--- config.mk ---
export PLATFORM = sky130hd
export DESIGN_NAME = i2c_master_transfer_sequencer
export DESIGN_NICKNAME = d
export VERILOG_FILES = /design/src/rtl/i2cmts_pkg.sv /design/src/rtl/i2c_master_transfer_sequencer.sv /design/src/rtl/i2cmts_front.sv /design/src/rtl/i2cmts_queue.sv /design/src/rtl/i2cmts_back.sv
export SDC_FILE = /design/constraint.sdc
export NUM_CORES = 2
export LEC_CHECK = 0
export ABC_AREA = 1
export ABC_CLOCK_PERIOD_IN_PS = 9800
export BUFFER_PORTS_ARGS = -buffer_cell sky130_fd_sc_hd__buf_2
export CELL_PAD_IN_SITES_DETAIL_PLACEMENT = 0
export CELL_PAD_IN_SITES_GLOBAL_PLACEMENT = 1
export CORE_MARGIN = 5
export CORE_UTILIZATION = 54
export DETAILED_ROUTE_END_ITERATION = 7
export HOLD_SLACK_MARGIN = 0.08
export PLACE_DENSITY_LB_ADDON = 0.05
export SYNTH_ARGS = -nofsm -noshare
export SYNTH_HDL_FRONTEND = slang
export SYNTH_SLANG_ARGS = --single-unit
--- constraint.sdc ---
create_clock -name clk -period 9.8 [get_ports clk]
set_clock_uncertainty 0.2 [all_clocks]
set_input_delay 0.98 -clock clk [delete_from_list [all_inputs] [get_ports clk]]
set_output_delay 0.98 -clock clk [all_outputs]
set_load 0.05 [all_outputs]
--- src/rtl/i2cmts_pkg.sv ---
// i2cmts_pkg: shared types and constants of the i2c master transfer sequencer
// used by the front, queue and back modules and by the top level
`default_nettype none

package i2cmts_pkg;

	localparam int BUF_DEPTH   = 256;
	localparam int BUF_AW      = $clog2(BUF_DEPTH);
	localparam int LEN_W       = 9;
	localparam int QUEUE_DEPTH = 2;
	localparam int QUEUE_AW    = $clog2(QUEUE_DEPTH);
	localparam int QUEUE_CW    = $clog2(QUEUE_DEPTH + 1);
	localparam int IN_TDATA_W  = 32;
	localparam int IN_TUSER_W  = 2;
	localparam int OUT_TDATA_W = 32;

	localparam logic [1:0] FUNC_LOAD  = 2'd0;
	localparam logic [1:0] FUNC_START = 2'd1;
	localparam logic [1:0] FUNC_EVENT = 2'd2;
	localparam logic [1:0] FUNC_ERROR = 2'd3;

	typedef enum logic [2:0] {
		OP_LOAD,
		OP_START,
		OP_EVENT,
		OP_ERROR,
		OP_NOP
	} op_kind_t;

	typedef enum logic [1:0] {
		EV_START_SENT,
		EV_ADDR_DONE,
		EV_DATA
	} ev_kind_t;

	typedef enum logic [1:0] {
		ST_OK,
		ST_NACK,
		ST_BUS_ERR,
		ST_ARB_LOST
	} status_t;

	typedef struct packed {
		op_kind_t         kind;
		logic [7:0]       data;
		logic [6:0]       addr;
		logic             rnw;
		logic [LEN_W-1:0] len;
		ev_kind_t         ev;
		logic             tx_empty;
		logic             rx_full;
		status_t          err;
	} op_t;

	typedef struct packed {
		logic       busy_res;
		status_t    status;
		logic       done_res;
		logic       clear_addr_flag;
		logic       clear_ack;
		logic       set_ack;
		logic       set_stop;
		logic       set_start;
		logic [7:0] rx_byte;
		logic       rx_valid;
		logic [7:0] dr_value;
		logic       write_dr;
	} result_t;

endpackage

`default_nettype wire

--- src/rtl/i2c_master_transfer_sequencer.sv ---
// an item's result appears after the front register, a queue entry and res_q
// throughput: the execute stage retires one op per cycle unless backpressured
// the transmit byte for the next data event is prefetched from a buffer with
// one write port and one registered read port
// reset: arst_n clears the transfer state to idle and empties the op queue
// the transmit buffer itself is not cleared, entries are valid once loaded
// top level, depends on i2cmts_pkg, i2cmts_front, i2cmts_queue, i2cmts_back
`default_nettype none

module i2c_master_transfer_sequencer (
	input  wire logic                               clk,
	input  wire logic                               arst_n,
	input  wire logic                               s_axis_tvalid,
	output logic                                    s_axis_tready,
	// data_byte, target_addr, read_not_write, xfer_length, flag_start_sent,
	// flag_addr_done, flag_tx_empty, flag_rx_full, flag_nack, flag_bus_error,
	// flag_arb_lost
	input  wire logic [i2cmts_pkg::IN_TDATA_W-1:0]  s_axis_tdata,
	// func
	input  wire logic [i2cmts_pkg::IN_TUSER_W-1:0]  s_axis_tuser,
	output logic                                    m_axis_tvalid,
	input  wire logic                               m_axis_tready,
	// write_dr, dr_value, rx_valid, rx_byte, set_start, set_stop, set_ack,
	// clear_ack, clear_addr_flag, done_res, status, busy_res
	output logic [i2cmts_pkg::OUT_TDATA_W-1:0]      m_axis_tdata
);

	logic            f_valid;
	logic            f_ready;
	i2cmts_pkg::op_t f_op;
	logic            q_valid;
	logic            q_ready;
	i2cmts_pkg::op_t q_op;

	i2cmts_front u_front (
		.clk           (clk),
		.arst_n        (arst_n),
		.s_axis_tvalid (s_axis_tvalid),
		.s_axis_tready (s_axis_tready),
		.s_axis_tdata  (s_axis_tdata),
		.s_axis_tuser  (s_axis_tuser),
		.op_valid      (f_valid),
		.op            (f_op),
		.op_ready      (f_ready)
	);

	i2cmts_queue u_queue (
		.clk        (clk),
		.arst_n     (arst_n),
		.push_valid (f_valid),
		.push_ready (f_ready),
		.push_op    (f_op),
		.pop_valid  (q_valid),
		.pop_ready  (q_ready),
		.pop_op     (q_op)
	);

	i2cmts_back u_back (
		.clk           (clk),
		.arst_n        (arst_n),
		.op_valid      (q_valid),
		.op_ready      (q_ready),
		.op            (q_op),
		.m_axis_tvalid (m_axis_tvalid),
		.m_axis_tready (m_axis_tready),
		.m_axis_tdata  (m_axis_tdata)
	);

endmodule

`default_nettype wire

--- src/rtl/i2cmts_front.sv ---
// i2cmts_front: input stage, takes stream transfers and decodes them into ops
// depends on i2cmts_pkg
`default_nettype none

module i2cmts_front (
	input  wire logic                              clk,
	input  wire logic                              arst_n,
	input  wire logic                              s_axis_tvalid,
	output logic                                   s_axis_tready,
	// data_byte, target_addr, read_not_write, xfer_length, flag_start_sent,
	// flag_addr_done, flag_tx_empty, flag_rx_full, flag_nack, flag_bus_error,
	// flag_arb_lost
	input  wire logic [i2cmts_pkg::IN_TDATA_W-1:0] s_axis_tdata,
	// func
	input  wire logic [i2cmts_pkg::IN_TUSER_W-1:0] s_axis_tuser,
	output logic                                   op_valid,
	output i2cmts_pkg::op_t                        op,
	input  wire logic                              op_ready
);

	logic            v_s1;
	i2cmts_pkg::op_t op_s1;
	i2cmts_pkg::op_t dec;

	always_comb begin
		dec          = '0;
		dec.kind     = i2cmts_pkg::OP_NOP;
		dec.data     = s_axis_tdata[7:0];
		dec.addr     = s_axis_tdata[14:8];
		dec.rnw      = s_axis_tdata[15];
		dec.len      = s_axis_tdata[24:16];
		dec.tx_empty = s_axis_tdata[27];
		dec.rx_full  = s_axis_tdata[28];
		priority if (s_axis_tdata[25]) begin
			dec.ev = i2cmts_pkg::EV_START_SENT;
		end else if (s_axis_tdata[26]) begin
			dec.ev = i2cmts_pkg::EV_ADDR_DONE;
		end else begin
			dec.ev = i2cmts_pkg::EV_DATA;
		end
		priority if (s_axis_tdata[29]) begin
			dec.err = i2cmts_pkg::ST_NACK;
		end else if (s_axis_tdata[30]) begin
			dec.err = i2cmts_pkg::ST_BUS_ERR;
		end else if (s_axis_tdata[31]) begin
			dec.err = i2cmts_pkg::ST_ARB_LOST;
		end else begin
			dec.err = i2cmts_pkg::ST_OK;
		end
		unique case (s_axis_tuser[1:0])
			i2cmts_pkg::FUNC_LOAD: begin
				dec.kind = i2cmts_pkg::OP_LOAD;
			end
			i2cmts_pkg::FUNC_START: begin
				dec.kind = (dec.len != '0) ? i2cmts_pkg::OP_START : i2cmts_pkg::OP_NOP;
			end
			i2cmts_pkg::FUNC_EVENT: begin
				dec.kind = i2cmts_pkg::OP_EVENT;
			end
			i2cmts_pkg::FUNC_ERROR: begin
				dec.kind = i2cmts_pkg::OP_ERROR;
			end
			default: begin
				dec.kind = i2cmts_pkg::OP_NOP;
			end
		endcase
	end

	assign s_axis_tready = !v_s1 || op_ready;
	assign op_valid      = v_s1;
	assign op            = op_s1;

	always_ff @(posedge clk or negedge arst_n) begin
		if (!arst_n) begin
			v_s1 <= 1'b0;
		end else if (s_axis_tready) begin
			v_s1 <= s_axis_tvalid;
		end
	end

	always_ff @(posedge clk) begin
		if (s_axis_tready && s_axis_tvalid) begin
			op_s1 <= dec;
		end
	end

endmodule

`default_nettype wire

--- src/rtl/i2cmts_queue.sv ---
// i2cmts_queue: short op queue between the decode front and the execute back
// depends on i2cmts_pkg
`default_nettype none

module i2cmts_queue (
	input  wire logic            clk,
	input  wire logic            arst_n,
	input  wire logic            push_valid,
	output logic                 push_ready,
	input  wire i2cmts_pkg::op_t push_op,
	output logic                 pop_valid,
	input  wire logic            pop_ready,
	output i2cmts_pkg::op_t      pop_op
);

	i2cmts_pkg::op_t                   entry_q [i2cmts_pkg::QUEUE_DEPTH];
	logic [i2cmts_pkg::QUEUE_AW-1:0]   wr_ptr_q;
	logic [i2cmts_pkg::QUEUE_AW-1:0]   rd_ptr_q;
	logic [i2cmts_pkg::QUEUE_CW-1:0]   count_q;
	logic                              push;
	logic                              pop;

	localparam logic [i2cmts_pkg::QUEUE_AW-1:0] LAST_PTR =
		i2cmts_pkg::QUEUE_AW'(i2cmts_pkg::QUEUE_DEPTH - 1);
	localparam logic [i2cmts_pkg::QUEUE_CW-1:0] FULL_COUNT =
		i2cmts_pkg::QUEUE_CW'(i2cmts_pkg::QUEUE_DEPTH);

	assign push_ready = (count_q != FULL_COUNT);
	assign pop_valid  = (count_q != '0);
	assign pop_op     = entry_q[rd_ptr_q];
	assign push       = push_valid && push_ready;
	assign pop        = pop_valid && pop_ready;

	always_ff @(posedge clk or negedge arst_n) begin
		if (!arst_n) begin
			wr_ptr_q <= '0;
			rd_ptr_q <= '0;
			count_q  <= '0;
		end else begin
			if (push) begin
				wr_ptr_q <= (wr_ptr_q == LAST_PTR) ? '0 : wr_ptr_q + 1'b1;
			end
			if (pop) begin
				rd_ptr_q <= (rd_ptr_q == LAST_PTR) ? '0 : rd_ptr_q + 1'b1;
			end
			if (push && !pop) begin
				count_q <= count_q + 1'b1;
			end else if (pop && !push) begin
				count_q <= count_q - 1'b1;
			end
		end
	end

	always_ff @(posedge clk) begin
		if (push) begin
			entry_q[wr_ptr_q] <= push_op;
		end
	end

endmodule

`default_nettype wire

--- src/rtl/i2cmts_back.sv ---
// i2cmts_back: executes ops, holds transfer state and the transmit buffer,
// drives the registered result stream; depends on i2cmts_pkg
`default_nettype none

module i2cmts_back (
	input  wire logic                               clk,
	input  wire logic                               arst_n,
	input  wire logic                               op_valid,
	output logic                                    op_ready,
	input  wire i2cmts_pkg::op_t                    op,
	output logic                                    m_axis_tvalid,
	input  wire logic                               m_axis_tready,
	// write_dr, dr_value, rx_valid, rx_byte, set_start, set_stop, set_ack,
	// clear_ack, clear_addr_flag, done_res, status, busy_res
	output logic [i2cmts_pkg::OUT_TDATA_W-1:0]      m_axis_tdata
);

	localparam int RES_W = $bits(i2cmts_pkg::result_t);

	logic [7:0]                         buf_mem [i2cmts_pkg::BUF_DEPTH];
	logic [7:0]                         rd_data_q;
	logic [i2cmts_pkg::BUF_AW-1:0]      load_ptr_q;
	logic [i2cmts_pkg::BUF_AW-1:0]      load_ptr_d;
	logic [i2cmts_pkg::LEN_W-1:0]       byte_index_q;
	logic [i2cmts_pkg::LEN_W-1:0]       byte_index_d;
	logic [i2cmts_pkg::LEN_W-1:0]       byte_count_q;
	logic [i2cmts_pkg::LEN_W-1:0]       byte_count_d;
	logic [i2cmts_pkg::LEN_W-1:0]       index_inc;
	logic [6:0]                         slave_addr_q;
	logic [6:0]                         slave_addr_d;
	logic                               is_read_q;
	logic                               is_read_d;
	logic                               active_q;
	logic                               active_d;
	logic                               m_valid_q;
	i2cmts_pkg::result_t                res;
	i2cmts_pkg::result_t                res_q;
	logic                               take;
	logic                               wr_en;
	logic [i2cmts_pkg::BUF_AW-1:0]      rd_addr;

	assign op_ready      = !m_valid_q || m_axis_tready;
	assign take          = op_valid && op_ready;
	assign m_axis_tvalid = m_valid_q;
	assign m_axis_tdata  = {{(i2cmts_pkg::OUT_TDATA_W - RES_W){1'b0}}, res_q};
	assign index_inc     = byte_index_q + 1'b1;
	assign wr_en         = take && (op.kind == i2cmts_pkg::OP_LOAD);
	assign rd_addr       = byte_index_d[i2cmts_pkg::BUF_AW-1:0];

	always_comb begin
		res          = '0;
		load_ptr_d   = load_ptr_q;
		byte_index_d = byte_index_q;
		byte_count_d = byte_count_q;
		slave_addr_d = slave_addr_q;
		is_read_d    = is_read_q;
		active_d     = active_q;
		if (take) begin
			unique case (op.kind)
				i2cmts_pkg::OP_LOAD: begin
					load_ptr_d = load_ptr_q + 1'b1;
				end
				i2cmts_pkg::OP_START: begin
					slave_addr_d  = op.addr;
					is_read_d     = op.rnw;
					byte_count_d  = op.len;
					byte_index_d  = '0;
					load_ptr_d    = '0;
					active_d      = 1'b1;
					res.set_start = 1'b1;
					res.set_ack   = op.rnw;
				end
				i2cmts_pkg::OP_EVENT: begin
					if (active_q) begin
						unique case (op.ev)
							i2cmts_pkg::EV_START_SENT: begin
								res.write_dr = 1'b1;
								res.dr_value = {slave_addr_q, is_read_q};
							end
							i2cmts_pkg::EV_ADDR_DONE: begin
								res.clear_addr_flag = 1'b1;
								if (is_read_q && byte_count_q == i2cmts_pkg::LEN_W'(1)) begin
									res.clear_ack = 1'b1;
									res.set_stop  = 1'b1;
								end
							end
							default: begin
								if (!is_read_q && op.tx_empty) begin
									if (byte_index_q < byte_count_q) begin
										res.write_dr = 1'b1;
										res.dr_value = rd_data_q;
										byte_index_d = index_inc;
									end else begin
										res.set_stop = 1'b1;
										res.done_res = 1'b1;
										active_d     = 1'b0;
									end
								end else if (is_read_q && op.rx_full) begin
									res.rx_valid = 1'b1;
									res.rx_byte  = op.data;
									byte_index_d = index_inc;
									if (index_inc >= byte_count_q) begin
										res.done_res = 1'b1;
										active_d     = 1'b0;
									end else if (index_inc == byte_count_q - 1'b1) begin
										res.clear_ack = 1'b1;
										res.set_stop  = 1'b1;
									end
								end
							end
						endcase
					end
				end
				i2cmts_pkg::OP_ERROR: begin
					if (active_q && op.err != i2cmts_pkg::ST_OK) begin
						res.done_res = 1'b1;
						res.status   = op.err;
						res.set_stop = (op.err != i2cmts_pkg::ST_ARB_LOST);
						active_d     = 1'b0;
					end
				end
				default: begin
				end
			endcase
		end
		res.busy_res = active_d;
	end

	always_ff @(posedge clk or negedge arst_n) begin
		if (!arst_n) begin
			load_ptr_q   <= '0;
			byte_index_q <= '0;
			byte_count_q <= '0;
			slave_addr_q <= '0;
			is_read_q    <= 1'b0;
			active_q     <= 1'b0;
			m_valid_q    <= 1'b0;
		end else begin
			load_ptr_q   <= load_ptr_d;
			byte_index_q <= byte_index_d;
			byte_count_q <= byte_count_d;
			slave_addr_q <= slave_addr_d;
			is_read_q    <= is_read_d;
			active_q     <= active_d;
			if (take) begin
				m_valid_q <= 1'b1;
			end else if (m_axis_tready) begin
				m_valid_q <= 1'b0;
			end
		end
	end

	always_ff @(posedge clk) begin
		if (take) begin
			res_q <= res;
		end
	end

	// prefetch of the entry at the next byte index, with write bypass
	always_ff @(posedge clk) begin
		if (wr_en) begin
			buf_mem[load_ptr_q] <= op.data;
		end
		if (wr_en && load_ptr_q == rd_addr) begin
			rd_data_q <= op.data;
		end else begin
			rd_data_q <= buf_mem[rd_addr];
		end
	end

endmodule

`default_nettype wire

---- Word level (Yosys, flattened, before mapping) ----
Memory sizes are Yosys's and may differ from the RTL's. A register that Yosys moved wholly into a read port is not among the register bits.
Cells that the tools add are included.
operators by class
  add/subtract/negate cells ............... 7
  multiply operators ...................... 0
  div/mod/pow operators ................... 0
  magnitude comparators ................... 2
  equality and inequality tests ........... 15
  shift-type cells ........................ 0
  multiplexer cells ....................... 57
  bitwise gates (word level) .............. 3
  reduce and logical (&&, ||, !) cells .... 35
operators by type and width
  kind                   count
  $mux W9                7
  $pmux W9 S2            2
  $mux W1                33
  $pmux W8 S2            1
  $pmux W3 S4            1
  $reduce_bool A2 Y1     6
  $logic_and A1 B1 Y1    10
  $mux W2                5
  $add A9 B1 Y9 const B  1
  $eq A9 B1 Y1 const B   1
  $eq A9 B9 Y1           1
  $ge A9 B9 Y1           1
  $lt A9 B9 Y1           1
  $reduce_bool A9 Y1     1
  $sub A9 B1 Y9 const B  1
  $add A8 B1 Y8 const B  1
  $mux W8                1
  $pmux W1 S2            4
  $reduce_and A2 Y1      4
  $eq A3 B2 Y1 const B   2
  $mux W3                2
  $ne A2 B2 Y1 const B   3
  $reduce_and A6 Y1      1
  $reduce_or A6 Y1       1
  17 further kinds       28
storage, ports and cells
  register bits ........................... 102
  bits in latches ......................... 0
  memory bits (writable) .................. 2116
  ROM bits ................................ 0
  input bits .............................. 38
  output and inout port bits .............. 34
  word-level logic and storage cells ...... 154
  memories kept ........................... 2
memory list
  name             words  bits a word  read ports  clocked after Yosys merged registers in  write ports  RTL line            text
  u_back.buf_mem   256    8            1           1                                        1            i2cmts_back.sv:20   logic [7:0] buf_mem [i2cmts_pkg::BUF_DEPTH];
  u_queue.entry_q  2      34           1           0                                        1            i2cmts_queue.sv:16  i2cmts_pkg::op_t entry_q [i2cmts_pkg::QUEUE_DEPTH];

---- Longest topological paths before layout ----
  depth after elaboration ................. 9
  gate-level depth with buffers ........... 19
  gate-level depth less buffers ........... 19

---- Hierarchy ----
Synthesis repeated with hierarchy kept, for this count alone.
second synthesis, totals
  cells, all modules ...................... 7647
  area, all modules ....................... 90842.1 µm²
by module, submodules not included
  module        times used  cells an instance  area an instance (µm²)  seq. area each (µm²)
  i2cmts_back   1           7382               86934.6                 63370.8
  i2cmts_queue  1           206                2758.9                  2142.1
  i2cmts_front  1           59                 1148.6                  1046.0

---- Worst setup path before layout ----
OpenSTA, ideal clock, no wires.
  path type ............................... reg2reg
  start point ............................. register u_queue.rd_ptr_q
  end point ............................... memory u_back.buf_mem[0][5] (data pin)
  library setup time ...................... 0.771 ns
  arrival ................................. 3.987 ns
  required time ........................... 8.829 ns
  setup slack ............................. 4.842 ns
  stages on the path, launching flop included .. 6
  buffers on the path ..................... 3
  clock period less this slack ............ 4.958 ns
  cell sequence ........................... dfrtp_1 > buf_2 > buf_1 > clkbuf_1 > o21ai_0 > inv_1
RTL lines
  what                    RTL line            text
  start, declared         i2cmts_queue.sv:18  logic [i2cmts_pkg::QUEUE_AW-1:0] rd_ptr_q;
  start signal, assigned  i2cmts_queue.sv:44  rd_ptr_q <= (rd_ptr_q == LAST_PTR) ? '0 : rd_ptr_q + 1'b1;
  end, declared           i2cmts_back.sv:20

==> run summary <==
The worst setup path is launched from a flip-flop. The first detailed-routing pass took 8 iterations. Entering global routing, the biggest net connects 190 pins. Post-CTS repair changed the size of 0 cells. The placeable core region came out at between 150,000 and 200,000 sq um.

TritonCTS built the clock tree. The achievable frequency came out at around 190 MHz. After synthesis, the cell types taking the most area are sky130_fd_sc_hd__edfxtp_1 73%, sky130_fd_sc_hd__nand3_1 11%, sky130_fd_sc_hd__nand2_1 9.1%. The areal power density over the cells came out at roughly 320 nW/um^2. The max-slew violation count came out at 0.

STA puts the critical path data arrival time at 5.63 ns. The first global-routing pass estimated roughly 370,000 microns of wire. The run finished, with violations left.

The post-route non-filler standard cell count came out at 9,888. The TritonCTS sink count came out at about 2,200. For this run, the register share of the synthesized area comes to between 70% and 80%. The total half-perimeter wirelength after legalization and detailed placement is about 140,000 microns. The area taken by flip-flops and latches is about 67,000 sq um.

The area growth from synthesis to layout is 10.4%. The most area-hungry cell type in the Yosys netlist is sky130_fd_sc_hd__edfxtp_1. The flip-flop and latch count after synthesis came out at approximately 2,200. The number of global-route vias before repair came out at around 56,000. Data on the critical path is required at its endpoint by 10.27 ns.

The post-synthesis async set-or-reset flop share came out at 1.84%. The kind of end point of the critical path is a flip-flop. The proportion of power drawn by the clock network came out at a little over a quarter.

The remaining antenna violation count is 0. For this run, the total global-route usage over all layers was measured as 28.9%. The part of the power in registers is roughly two fifths.

The DRC violations left is 4. By instance count, the cell type seen most on the critical path is sky130_fd_sc_hd__nand3_1. The cell at the root of the clock tree is sky130_fd_sc_hd__clkbuf_16.

The fill cell instance count of the final layout is approximately 13,000. The switching share of power is around 39%. The number of synthesized flops with an enable pin is 2,177.

The number of warning messages in the yosys log is 0. The synthesized netlist cell count came out at between 7,000 and 8,000. In the routed layout, each cell is associated on average with a via count of about 5.9. After clock tree synthesis, the setup repair step added 0 buffers. The mean routed wirelength per cell came out at 25.8 microns. The largest incremental delay on the critical path is about 0.86 ns. Summed over all cells, the static leakage comes to roughly 35 nW. The clock latency of the later-clocked register in the worst-skew pair came out at 0.85 ns. The net count of the finished layout is about 7,600. Walking the worst path, the cells encountered are buf_4, buf_4, buf_4, nand2_1, nand3_1, nand3_1, nand3_1, nand3_1, nand3_1, nand3_1, nand3_1, nand3_1, a21oi_1. Summed over its instances, the top area cell type makes up 72.5% of the synthesized netlist area. For this run, the leading register cell type out of synthesis is sky130_fd_sc_hd__edfxtp_1. The top-level I/O count is 72. The area of the mapped netlist is ~90,000 sq um. The total overflow left after global routing is 0. The floorplan row count is 150. The final critical-path required period is 5.16 ns. The switching power total is 12.1 mW.

In this run the worst hold path is classified as input port to asynchronous set/reset pin. The setup-violating endpoint count in the final report came out at 0. The final reports fail on DRC. The clock-pin slew on the worst setup and hold paths is around 0.060 ns. The internal portion of the total power is approximately 19 mW. The setup TNS came out at 0 ns. The initial standard-cell utilization of the core is a little over half. The final worst-path cycle share is between 50% and 60%. The final routed wirelength across all metal layers came out at between 200,000 and 300,000 microns. The number of H-tree branching levels is 4.

In this run the worst path has a maximum fanout of 83. The total clock buffers created by CTS is between 200 and 250. By count the netlist is led by 2,177 x sky130_fd_sc_hd__edfxtp_1, 2,176 x sky130_fd_sc_hd__nand2_1, 2,067 x sky130_fd_sc_hd__nand3_1. After the first detailed-routing iteration, the DRC count stood at 7,421. Measured along the y axis, the die boundary spans roughly 420 microns. The most repeated cell in the gate-level netlist after synthesis is sky130_fd_sc_hd__edfxtp_1. The actual transition at the worst max-transition pin is approximately 1.2 ns.

The number of endpoints with negative hold slack in the final report is 0. The count of input and output buffers is 66. By startpoint and endpoint, the worst setup path is classified as flip-flop to flip-flop. The number of hold buffers added after CTS was 24. The relative slew slack is between 10% and 20%. The floorplan step set the die width to roughly 420 microns. Of the cells placed in the final design, the portion with a size suffix greater than 1 is 6.54%. The deepest clock path buffer count came out at 3. The number of placed instances with taps included came out at between 9,000 and 10,000. The worst vdd rail ir drop came out at approximately 0.28 mV. The initial antenna violation count came out at 10. Routability-driven placement finished with a final weighted congestion of ~0.86. Setup repair after global routing left no endpoint under its margin. The number of distinct library cells after synthesis is 46.

The total via count after detailed routing is about 59,000. The max-capacitance violation count came out at 0. The combinational power share came out at between 30% and 40%. The total die area came out at 175,000 sq um.

The multi-input logic area is roughly 21,000 sq um. On the critical path, the stage with the largest delay is an instance of sky130_fd_sc_hd__dfxtp_4. The post-synthesis area per instance is roughly 12 sq um.
layer usage:
metal | track usage [%] | vias to the layer above | share of wire, % | routed length, microns
met1 | 42.5 | 29007 | 43 | 109000
met3 | 4.28 | 404 | 7.4 | 18900
met2 | 45.0 | 2433 | 46 | 118000
met5 | 0 | - | 0.011 | 27
li1 | - | 26859 | - | -
met4 | 9.74 | 4 | 3.4 | 8600
flip-flops by register name (all words and copies together) (netlist names), named ones only:
name / cells
u_back.active_q: 1
u_back.buf_mem: 2048
u_back.byte_count_q: 9
u_back.byte_index_q: 9
u_back.is_read_q: 1
u_back.load_ptr_q: 8
u_back.m_axis_tdata: 27
u_back.m_axis_tvalid: 1
u_back.slave_addr_q: 7
u_front.op: 34
u_front.op_valid: 1
u_queue.count_q: 2
u_queue.entry_q: 68
u_queue.rd_ptr_q: 1
u_queue.wr_ptr_q: 1
cell type report:
cell class / instances / area share [%]
Antenna cell: 4 / 0.0101
Timing Repair Buffer: 166 / 1.27
Multi-Input combinational cell: 4793 / 21.5
Inverter: 96 / 0.448
Clock inverter: 118 / 1.15
Clock buffer: 281 / 5.89
Sequential cell: 2226 / 66.9
Tap cell: 2204 / 2.77
metrics by stage:
stage	hold slack, ns	util (%)	instance area, sq um	total power, mW	setup WS [ns]
6_report	0.134	59.8	99500	31.4	4.64
3_3_place_gp	0.227	55.4	92200	23.2	4.64
4_1_cts	0.0884	59.8	99500	31.4	4.58
3_5_place_dp	0.231	55.4	92200	23.3	4.56
5_1_grt	0.109	59.8	99500	32.8	4.35
2_1_floorplan	0.221	-	90100	19.1	4.84
worst max-delay path, delay by kind of cell, from the launching register on:
family / cells / cell delay [ns]
buffers and inverters: 3 / 2.33
AND/OR/NAND/NOR: 9 / 1.29
flip-flops: 1 / 0.86
AO/OA/AOI/OAI: 1 / 0.18
kinds of logic after synthesis:
kind of cell               share of synthesized area (%)
AOI/OAI and AO/OA                                  0.680
xor gates and xnor gates                           0.136
adders and majority gates                          0.361
buffers and inverters                               2.53
DFF                                                 73.9
muxes                                             0.0555
other                                            0.00416
and+or+nand+nor                                     22.4
layout by cell type, fill, tap and decap left out, types with 6 or more instances in the layout:
| master | count |
|---|---|
| sky130_fd_sc_hd__a31oi_1 | 19 |
| sky130_fd_sc_hd__nand2_1 | 2168 |
| sky130_fd_sc_hd__buf_12 | 10 |
| sky130_fd_sc_hd__inv_1 | 76 |
| sky130_fd_sc_hd__buf_4 | 66 |
| sky130_fd_sc_hd__edfxtp_1 | 2177 |
| sky130_fd_sc_hd__dfrtp_1 | 41 |
| sky130_fd_sc_hd__nand4_1 | 11 |
| sky130_fd_sc_hd__clkbuf_8 | 10 |
| sky130_fd_sc_hd__bufinv_16 | 19 |
| sky130_fd_sc_hd__or2_2 | 12 |
| sky130_fd_sc_hd__clkbuf_1 | 50 |
| sky130_fd_sc_hd__ha_1 | 26 |
| sky130_fd_sc_hd__nand3_1 | 2059 |
| sky130_fd_sc_hd__nand2_2 | 6 |
| sky130_fd_sc_hd__xor2_1 | 12 |
| sky130_fd_sc_hd__inv_8 | 11 |
| sky130_fd_sc_hd__clkbuf_16 | 221 |
| sky130_fd_sc_hd__clkinv_2 | 24 |
| sky130_fd_sc_hd__o21ai_0 | 37 |
| sky130_fd_sc_hd__inv_2 | 7 |
| sky130_fd_sc_hd__nor2_1 | 334 |
| sky130_fd_sc_hd__nor3_1 | 14 |
| sky130_fd_sc_hd__buf_2 | 66 |
| sky130_fd_sc_hd__clkinvlp_4 | 6 |
| sky130_fd_sc_hd__dlygate4sd3_1 | 24 |
| sky130_fd_sc_hd__a21oi_1 | 30 |
| sky130_fd_sc_hd__clkinv_1 | 57 |
power by group through the flow:
stage,clock [mW],combinational (mW),sequential (mW)
after floorplan,0,6.00,13.1
after global placement,0,10.4,12.8
after detailed placement,0,10.4,12.8
after CTS,8.32,10.5,12.7
after global routing,8.75,11.3,12.7
final,8.21,10.5,12.7
final timing paths:
check                                    endpoint  slack (ns)  cells past startpoint
min in group clk                   u_front.op[10]        0.16                      1
setup reg to reg           u_back.m_axis_tdata[8]        4.64                     13
hold reg to reg            u_queue.entry_q[0][12]        0.24                      0
hold / removal             u_back.byte_count_q[7]        0.13                      1
max in group asynchronous        u_back.is_read_q        8.57                      1
setup / recovery           u_back.m_axis_tdata[8]        4.64                     13
(Power assumes the default switching activity.)
